File: src/sv/lfu_pkg.sv
// shared types and constants for the lfu cache table
package lfu_pkg;

	localparam int CAPACITY = 16;
	localparam int IDX_W = (CAPACITY > 1) ? $clog2(CAPACITY) : 1;
	localparam int CNT_W = $clog2(CAPACITY + 1);
	localparam int CFG_W = 5;
	localparam int CMP_W = (CNT_W > CFG_W) ? CNT_W : CFG_W;
	localparam logic [CFG_W-1:0] CFG_RESET = CFG_W'(16);
	localparam logic [31:0] USES_MAX = 32'hFFFF_FFFF;
	localparam logic [31:0] MISS_VALUE = 32'hFFFF_FFFF;
	localparam logic KIND_GET = 1'b0;
	localparam logic KIND_PUT = 1'b1;

	typedef struct packed {
		logic kind;
		logic signed [31:0] lookup_key;
		logic signed [31:0] store_value;
	} req_t;

	typedef struct packed {
		logic found;
		logic signed [31:0] read_value;
	} rsp_t;

	typedef struct packed {
		logic [31:0] key;
		logic [31:0] data;
		logic [31:0] uses;
	} entry_t;

	typedef enum logic [2:0] {
		OP_NONE,
		OP_LOAD,
		OP_FIND,
		OP_BUMP,
		OP_EVICT,
		OP_INSERT,
		OP_RESULT
	} op_t;

	typedef struct packed {
		op_t op;
	} cmd_t;

	typedef struct packed {
		logic found;
		logic put;
		logic cap_zero;
		logic full;
	} stat_t;

endpackage

File: src/sv/lfu_ctrl.sv
// sequencing state machine of the lfu cache table
module lfu_ctrl (
	input  logic           clk,
	input  logic           arst_n,
	input  logic           req_valid,
	output logic           req_ready,
	output logic           rsp_valid,
	input  logic           rsp_ready,
	input  lfu_pkg::stat_t stat,
	output lfu_pkg::cmd_t  cmd
);

	typedef enum logic [1:0] {
		ST_IDLE,
		ST_FIND,
		ST_APPLY,
		ST_RESULT
	} state_t;

	state_t state_q;
	logic rsp_valid_q;
	logic out_free;

	assign out_free = !rsp_valid_q || rsp_ready;

	always_comb begin
		cmd.op = lfu_pkg::OP_NONE;
		unique case (state_q)
			ST_IDLE: if (req_valid) cmd.op = lfu_pkg::OP_LOAD;
			ST_FIND: cmd.op = lfu_pkg::OP_FIND;
			ST_APPLY: begin
				if (stat.found && !(stat.put && stat.cap_zero))
					cmd.op = lfu_pkg::OP_BUMP;
				else if (stat.put && !stat.cap_zero)
					cmd.op = stat.full ? lfu_pkg::OP_EVICT : lfu_pkg::OP_INSERT;
			end
			ST_RESULT: if (out_free) cmd.op = lfu_pkg::OP_RESULT;
			default: ;
		endcase
	end

	always_ff @(posedge clk or negedge arst_n) begin
		if (!arst_n) begin
			state_q <= ST_IDLE;
			rsp_valid_q <= 1'b0;
		end else begin
			if (state_q == ST_RESULT && out_free)
				rsp_valid_q <= 1'b1;
			else if (rsp_ready)
				rsp_valid_q <= 1'b0;
			unique case (state_q)
				ST_IDLE: if (req_valid) state_q <= ST_FIND;
				ST_FIND: state_q <= ST_APPLY;
				ST_APPLY: begin
					if (cmd.op != lfu_pkg::OP_EVICT)
						state_q <= ST_RESULT;
				end
				ST_RESULT: begin
					if (out_free)
						state_q <= ST_IDLE;
				end
				default: state_q <= ST_IDLE;
			endcase
		end
	end

	assign req_ready = (state_q == ST_IDLE);
	assign rsp_valid = rsp_valid_q;

endmodule
File: config.mk
export PLATFORM = sky130hd
export DESIGN_NAME = lfu_ctrl
export DESIGN_NICKNAME = d
export VERILOG_FILES = /design/src/sv/lfu_pkg.sv /design/src/sv/lfu_ctrl.sv
export SDC_FILE = /design/constraint.sdc
export NUM_CORES = 1
export LEC_CHECK = 0
export ABC_AREA = 1
export BUFFER_PORTS_ARGS = -buffer_cell sky130_fd_sc_hd__buf_2
export CAP_MARGIN = 20
export CORE_AREA = 3 3 40 42
export DETAILED_ROUTE_END_ITERATION = 10
export DIE_AREA = 0 0 43 45
export REMOVE_ABC_BUFFERS = 1
export SLEW_MARGIN = 30
export SYNTH_ARGS = -nofsm -noshare
export SYNTH_HDL_FRONTEND = slang
export SYNTH_SLANG_ARGS = --single-unit
File: constraint.sdc
create_clock -name clk -period 1.9 [get_ports clk]
set_input_delay 0.285 -clock clk [delete_from_list [all_inputs] [get_ports clk]]
set_output_delay 0.285 -clock clk [all_outputs]
set_load 0.005 [all_outputs]
==> results of run 1 <==
layout by cell type (no fill, tap or decap), drive strengths merged:
| cell type | netlist | final |
|---|---|---|
| nand2 | 15 | 15 |
| clkbuf | 0 | 4 |
| o21ai | 1 | 1 |
| dlygate4sd3 | 0 | 1 |
| dfrtp | 3 | 3 |
| ha | 3 | 3 |
| buf | 0 | 12 |
| inv | 14 | 14 |
| nand4 | 2 | 2 |
| nor2 | 2 | 2 |
| nand3 | 6 | 6 |
worst max-delay path: cells and delay by family (launching register included):
family / cells / cell delay (ns)
and+or+nand+nor: 2 / 0.20
adders and majority gates: 1 / 0.17
buffers and inverters: 5 / 0.35
DFF: 1 / 0.42
area by class of cell:
class	count	area (µm²)
Inverter	14	52.6
Timing Repair Buffer	13	70.1
Multi-Input combinational cell	29	164
Sequential cell	3	75.1
Fill cell	168	878
Clock buffer	4	26.3
Tap cell	15	18.8
worst max path at each step:
stage / from / to / slack [ns]
CTS: state_q[0] / cmd[1] / 0.22
global placement: state_q[0] / cmd[1] / 0.48
finish: state_q[1] / cmd[0] / 0.25
detailed placement: state_q[0] / cmd[1] / 0.47
floorplan: state_q[1] / cmd[0] / 0.63
global route: state_q[0] / cmd[0] / 0.1
state kept, by name, summed over array words and instances, names as in the netlist:
| register | count |
|---|---|
| state_q | 2 |
| rsp_valid | 1 |
where the power goes:
part	switching [mW]	internal (mW)
clock	0.0305	0.0785
combinational	0.212	0.154
sequential	0.0289	0.0987
total	0.272	0.331
cells by family (layout without fill, tap and decap cells):
kind of cell	count (synthesis)	in the layout	synth area share, %
AND/OR/NAND/NOR	25	25	41.6
buffers and inverters	14	31	18.0
adder cells (fa/ha/maj)	3	3	12.9
flip-flops	3	3	25.8
AO/OA/AOI/OAI	1	1	1.72
routing by layer:
layer	global-route usage, %	vias to the layer above	part of all wire [%]
li1	-	171	-
met1	8.74	125	41
met2	11.1	6	53
met3	1.59	0	5.5
met4	5.42	0	0
met5	0	-	0
stage by stage:
stage	util, %	std cells	instance area (µm²)	hold slack, ns
after floorplan	-	46	292	-0.0106
after global placement	28.8	73	370	0.0814
after detailed placement	28.8	73	370	0.0813
after CTS	31.6	78	407	0.324
after global routing	31.6	78	407	0.363
final	31.6	78	407	0.323
==> impl_metrics.ini, run 1 <==
[worst_setup_path]
cp_max_fo = 5
crit_path_cell_trace = inv_1, ha_1, inv_2, nor2_1, inv_2, nand2_1, inv_1, buf_2
r2r.worst_path.cells = 9
rr_startpoint = state_q[0]
setup.worst_path.class = reg2out
end_kind = primary output
slowest_delay_ns = 0.42
cp.arrival_ns = 1.37
rrSetupSlack_ns = 0.54
r2r-end = state_q[0]
critPathRequiredTime_ns = 1.62
slowest_stage = dfrtp_1
start_kind = register

[timing]
hold_viol_final = 0
final.setup.worst_slack_ns = 0.249
layout_min_cycle_time_ns = 1.65
rsz0062_at_grt = no
tightestPinTransition_ns = 0.191
finClkSkew_ns = 0.00276
max_slew_margin_pct = 87.1
drv_slew = 0
post-route-period-util_pct = 86.9
fin_tns_setup_ns = 0
timing.fmax_ghz = 0.606
setup_viol = 0

[power_and_ir_drop]
cellLeakagePower_nw = 0.263
p_total_mw = 0.603
ir_drop_v = 0.000574
p_per_area_nw_per_um2 = 1480

[logic_synthesis]
synth_top_area_share_pct = 25.8
syn_area_per_cell_um2 = 6.34
ys.flop_type = dfrtp_1
syn-cell-area_um2 = 292
async_flop_share_pct = 100
ys_ff_latch = 3
yosysMostFrequentCell = nand2_1
synth_edf_count = 0
yosysSeqAreaShare_pct = 25.8
syn_inst = 46
synth_commonest_cells = nand2_1 (12), inv_1 (11), nand3_1 (5)
yosys_warnings = 0
yosys.area.top_type = dfrtp_1
synth_area_leaders = dfrtp_1 (26%), nand2_1 (15%), inv_1 (14%)
yosysUniqueCellTypes = 12

[clock_network]
holdBufCountCts = 1
insertion_delay_ns = 0.23
path_clk_slew_ns = 0.04
root_buffer = clkbuf_4
cts.sinks = 3
cts_buffers = 3
postCtsSetupBuffers = 0
clockBufferDepth = 2
ctsResizeCount = 0
cts_htree_levels = 1
cts_tree = done

[placement]
place.gp.congestion = 0.780
io_buffers = 12
hpwl_um = 499
place_ws_ns = 0.470

[worst_hold_path]
worstHoldPathCells = 4
min_to = rsp_valid
hold_class = in2reg
min_from = rsp_ready

[floorplanning]
dieArea_um2 = 1940
rows = 13
initial_core_util_pct = 22.7
core_area_um2 = 1280
dieHeight_um = 45
chipWidth_um = 43
pin_count = 13

[drt]
via_count = 302
wl_um = 568
drt_iter0_markers = 0
drc = 0
via_per_inst = 3.87
ant_nets = 0
wl_per_cell_um = 7.28
drtPass1Iterations = 1

[cells_and_area]
nets = 75
final_layout_size_suffix_gt1_share_pct = 36.5
num_antenna_cells = 0
area_delta_synth_final_pct = 39.5

[grt]
grt_max_degree = 6
grt_pass1_vias = 279
antenna_found_initial = 0
grt_pass1_wl_um = 1010
overflow = 0
grt_usage_pct = 7.18

[flow_run]
maxCapViolCount = 0

[status]
status = finished clean
(Power assumes the default switching activity.)
==> inputs of run 2 (changes only) <==
--- a/config.mk
+++ b/config.mk
@@ -8,9 +8,10 @@
 export ABC_AREA = 1
 export BUFFER_PORTS_ARGS = -buffer_cell sky130_fd_sc_hd__buf_2
 export CAP_MARGIN = 20
-export CORE_AREA = 3 3 40 42
+export CORE_AREA = 2 2 39 41
+export CTS_BUF_LIST = sky130_fd_sc_hd__clkbuf_4 sky130_fd_sc_hd__clkbuf_8
 export DETAILED_ROUTE_END_ITERATION = 10
-export DIE_AREA = 0 0 43 45
+export DIE_AREA = 0 0 41 43
 export REMOVE_ABC_BUFFERS = 1
 export SLEW_MARGIN = 30
 export SYNTH_ARGS = -nofsm -noshare
==> run 2 against run 1 <==
Against the previous run:
- flip-flop and latch count unchanged
- worst setup slack worse by 0.017 ns
- non-clock buffer count unchanged
- sequential share of layout area fell by 0.22 points
- global-route usage up 0.97 points
- first-iteration DRC count up 3
- total power up 3.3%
- clock skew shrank 0.0021 ns
- fmax decreased by 0.99%
- core utilization shrank 1.9 points
- worst hold slack worse by 0.014 ns
- critical path type unchanged
- largest cell class unchanged
- highest routed layer is now met4
==> impl_metrics.ini, run 2 (synthesized netlist as in run 1, its figures left out) <==
[drt]
via_count = 305
via_per_inst = 3.86
drt_iter0_markers = 3
wl_um = 569
wl_per_cell_um = 7.20
drc = 0
drtPass1Iterations = 4
ant_nets = 0

[timing]
setup_viol = 0
hold_viol_final = 0
timing.fmax_ghz = 0.600
drv_slew = 0
finClkSkew_ns = 0.000705
layout_min_cycle_time_ns = 1.67
rsz0062_at_grt = no
tightestPinTransition_ns = 0.201
fin_tns_setup_ns = 0
max_slew_margin_pct = 86.5
post-route-period-util_pct = 87.8

[worst_setup_path]
slowest_delay_ns = 0.42
rr_startpoint = state_q[0]
cp_max_fo = 5
r2r.worst_path.cells = 9
rrSetupSlack_ns = 0.52
r2r-end = state_q[0]
slowest_stage = dfrtp_1
setup.worst_path.class = reg2out
cp.arrival_ns = 1.38
crit_path_cell_trace = inv_1, ha_1, inv_2, nor2_1, inv_2, nand2_1, inv_1, buf_2
start_kind = register
end_kind = primary output
critPathRequiredTime_ns = 1.62

[clock_network]
cts.sinks = 3
clockBufferDepth = 2
ctsResizeCount = 0
cts_htree_levels = 1
cts_buffers = 3
path_clk_slew_ns = 0.03
insertion_delay_ns = 0.23
cts_tree = done
root_buffer = clkbuf_4

[floorplanning]
dieArea_um2 = 1760
dieHeight_um = 43
pin_count = 13
initial_core_util_pct = 21.1
chipWidth_um = 41
core_area_um2 = 1380
rows = 14

[grt]
grt_pass1_wl_um = 883
antenna_found_initial = 0
grt_max_degree = 6
grt_usage_pct = 8.15
overflow = 0
grt_pass1_vias = 264

[cells_and_area]
nets = 75
area_delta_synth_final_pct = 41.2
final_design_area_no_fill_um2 = 412
mostFrequentLayoutCells = nand2_1 (12), buf_2 (12), inv_1 (11)
final_layout_size_suffix_gt1_share_pct = 38.1
regMostFlops = state_q
largest_reg_flops = 2
num_antenna_cells = 0

[power_and_ir_drop]
p_per_area_nw_per_um2 = 1510
ir_drop_v = 0.000360
cellLeakagePower_nw = 0.266

[status]
status = finished clean

[placement]
place.gp.congestion = 0.687
placed_cell_area_um2 = 372
hpwl_um = 504
io_buffers = 12

[worst_hold_path]
hold_class = in2reg
min_from = rsp_ready
min_to = rsp_valid
worstHoldPathCells = 4

[flow_run]
maxCapViolCount = 0
run 2: layout make-up:
type                            instances  area [µm²]
Clock buffer                            4        30.0
Multi-Input combinational cell         29         164
Fill cell                             170         972
Inverter                               14        52.6
Timing Repair Buffer                   13        70.1
Sequential cell                         3        75.1
Tap cell                               16        20.0
run 2: critical path, delay by kind of cell (launching register included):
| family | cells | cell delay [ns] |
|---|---|---|
| adder cells (fa/ha/maj) | 1 | 0.17 |
| flip-flops | 1 | 0.42 |
| AND/OR/NAND/NOR | 2 | 0.20 |
| buffers and inverters | 5 | 0.35 |
run 2: worst max-delay path by stage:
stage | from | end | slack (ns)
final | state_q[1] | cmd[0] | 0.23
after floorplan | state_q[1] | cmd[0] | 0.63
after global routing | state_q[1] | cmd[0] | 0.07
after CTS | state_q[1] | cmd[0] | 0.20
after global placement | state_q[1] | cmd[0] | 0.47
after detailed placement | state_q[1] | cmd[0] | 0.46
run 2: per-layer routing:
metal  global-route usage (%)  share of wire (%)
met1                     6.15                 44
met3                     4.71                8.6
met2                     12.8                 45
met4                     8.00                3.0
met5                        0                  0
run 2: timing repair:
item,4_1_cts,5_1_grt
endpoints found under the hold margin,3,0
buffers inserted,0,0
hold buffers,1,0
run 2: stage by stage:
stage | std cells | utilization [%] | hold WS (ns) | power [mW] | setup WS (ns)
finish | 79 | 29.7 | 0.308 | 0.623 | 0.233
global route | 79 | 29.7 | 0.326 | 0.701 | 0.0667
CTS | 79 | 29.7 | 0.304 | 0.640 | 0.203
detailed placement | 74 | 26.9 | 0.0893 | 0.509 | 0.459
global placement | 74 | 26.9 | 0.0866 | 0.502 | 0.472
floorplan | 46 | - | -0.0106 | 0.390 | 0.630
run 2: where the power goes:
part | internal [mW] | total (mW) | leakage (nW) | switching (mW)
clock network | 0.0928 | 0.124 | 0.0184 | 0.0315
registers | 0.0987 | 0.128 | 0.0364 | 0.0297
logic | 0.155 | 0.370 | 0.211 | 0.215
total | 0.347 | 0.623 | 0.266 | 0.276
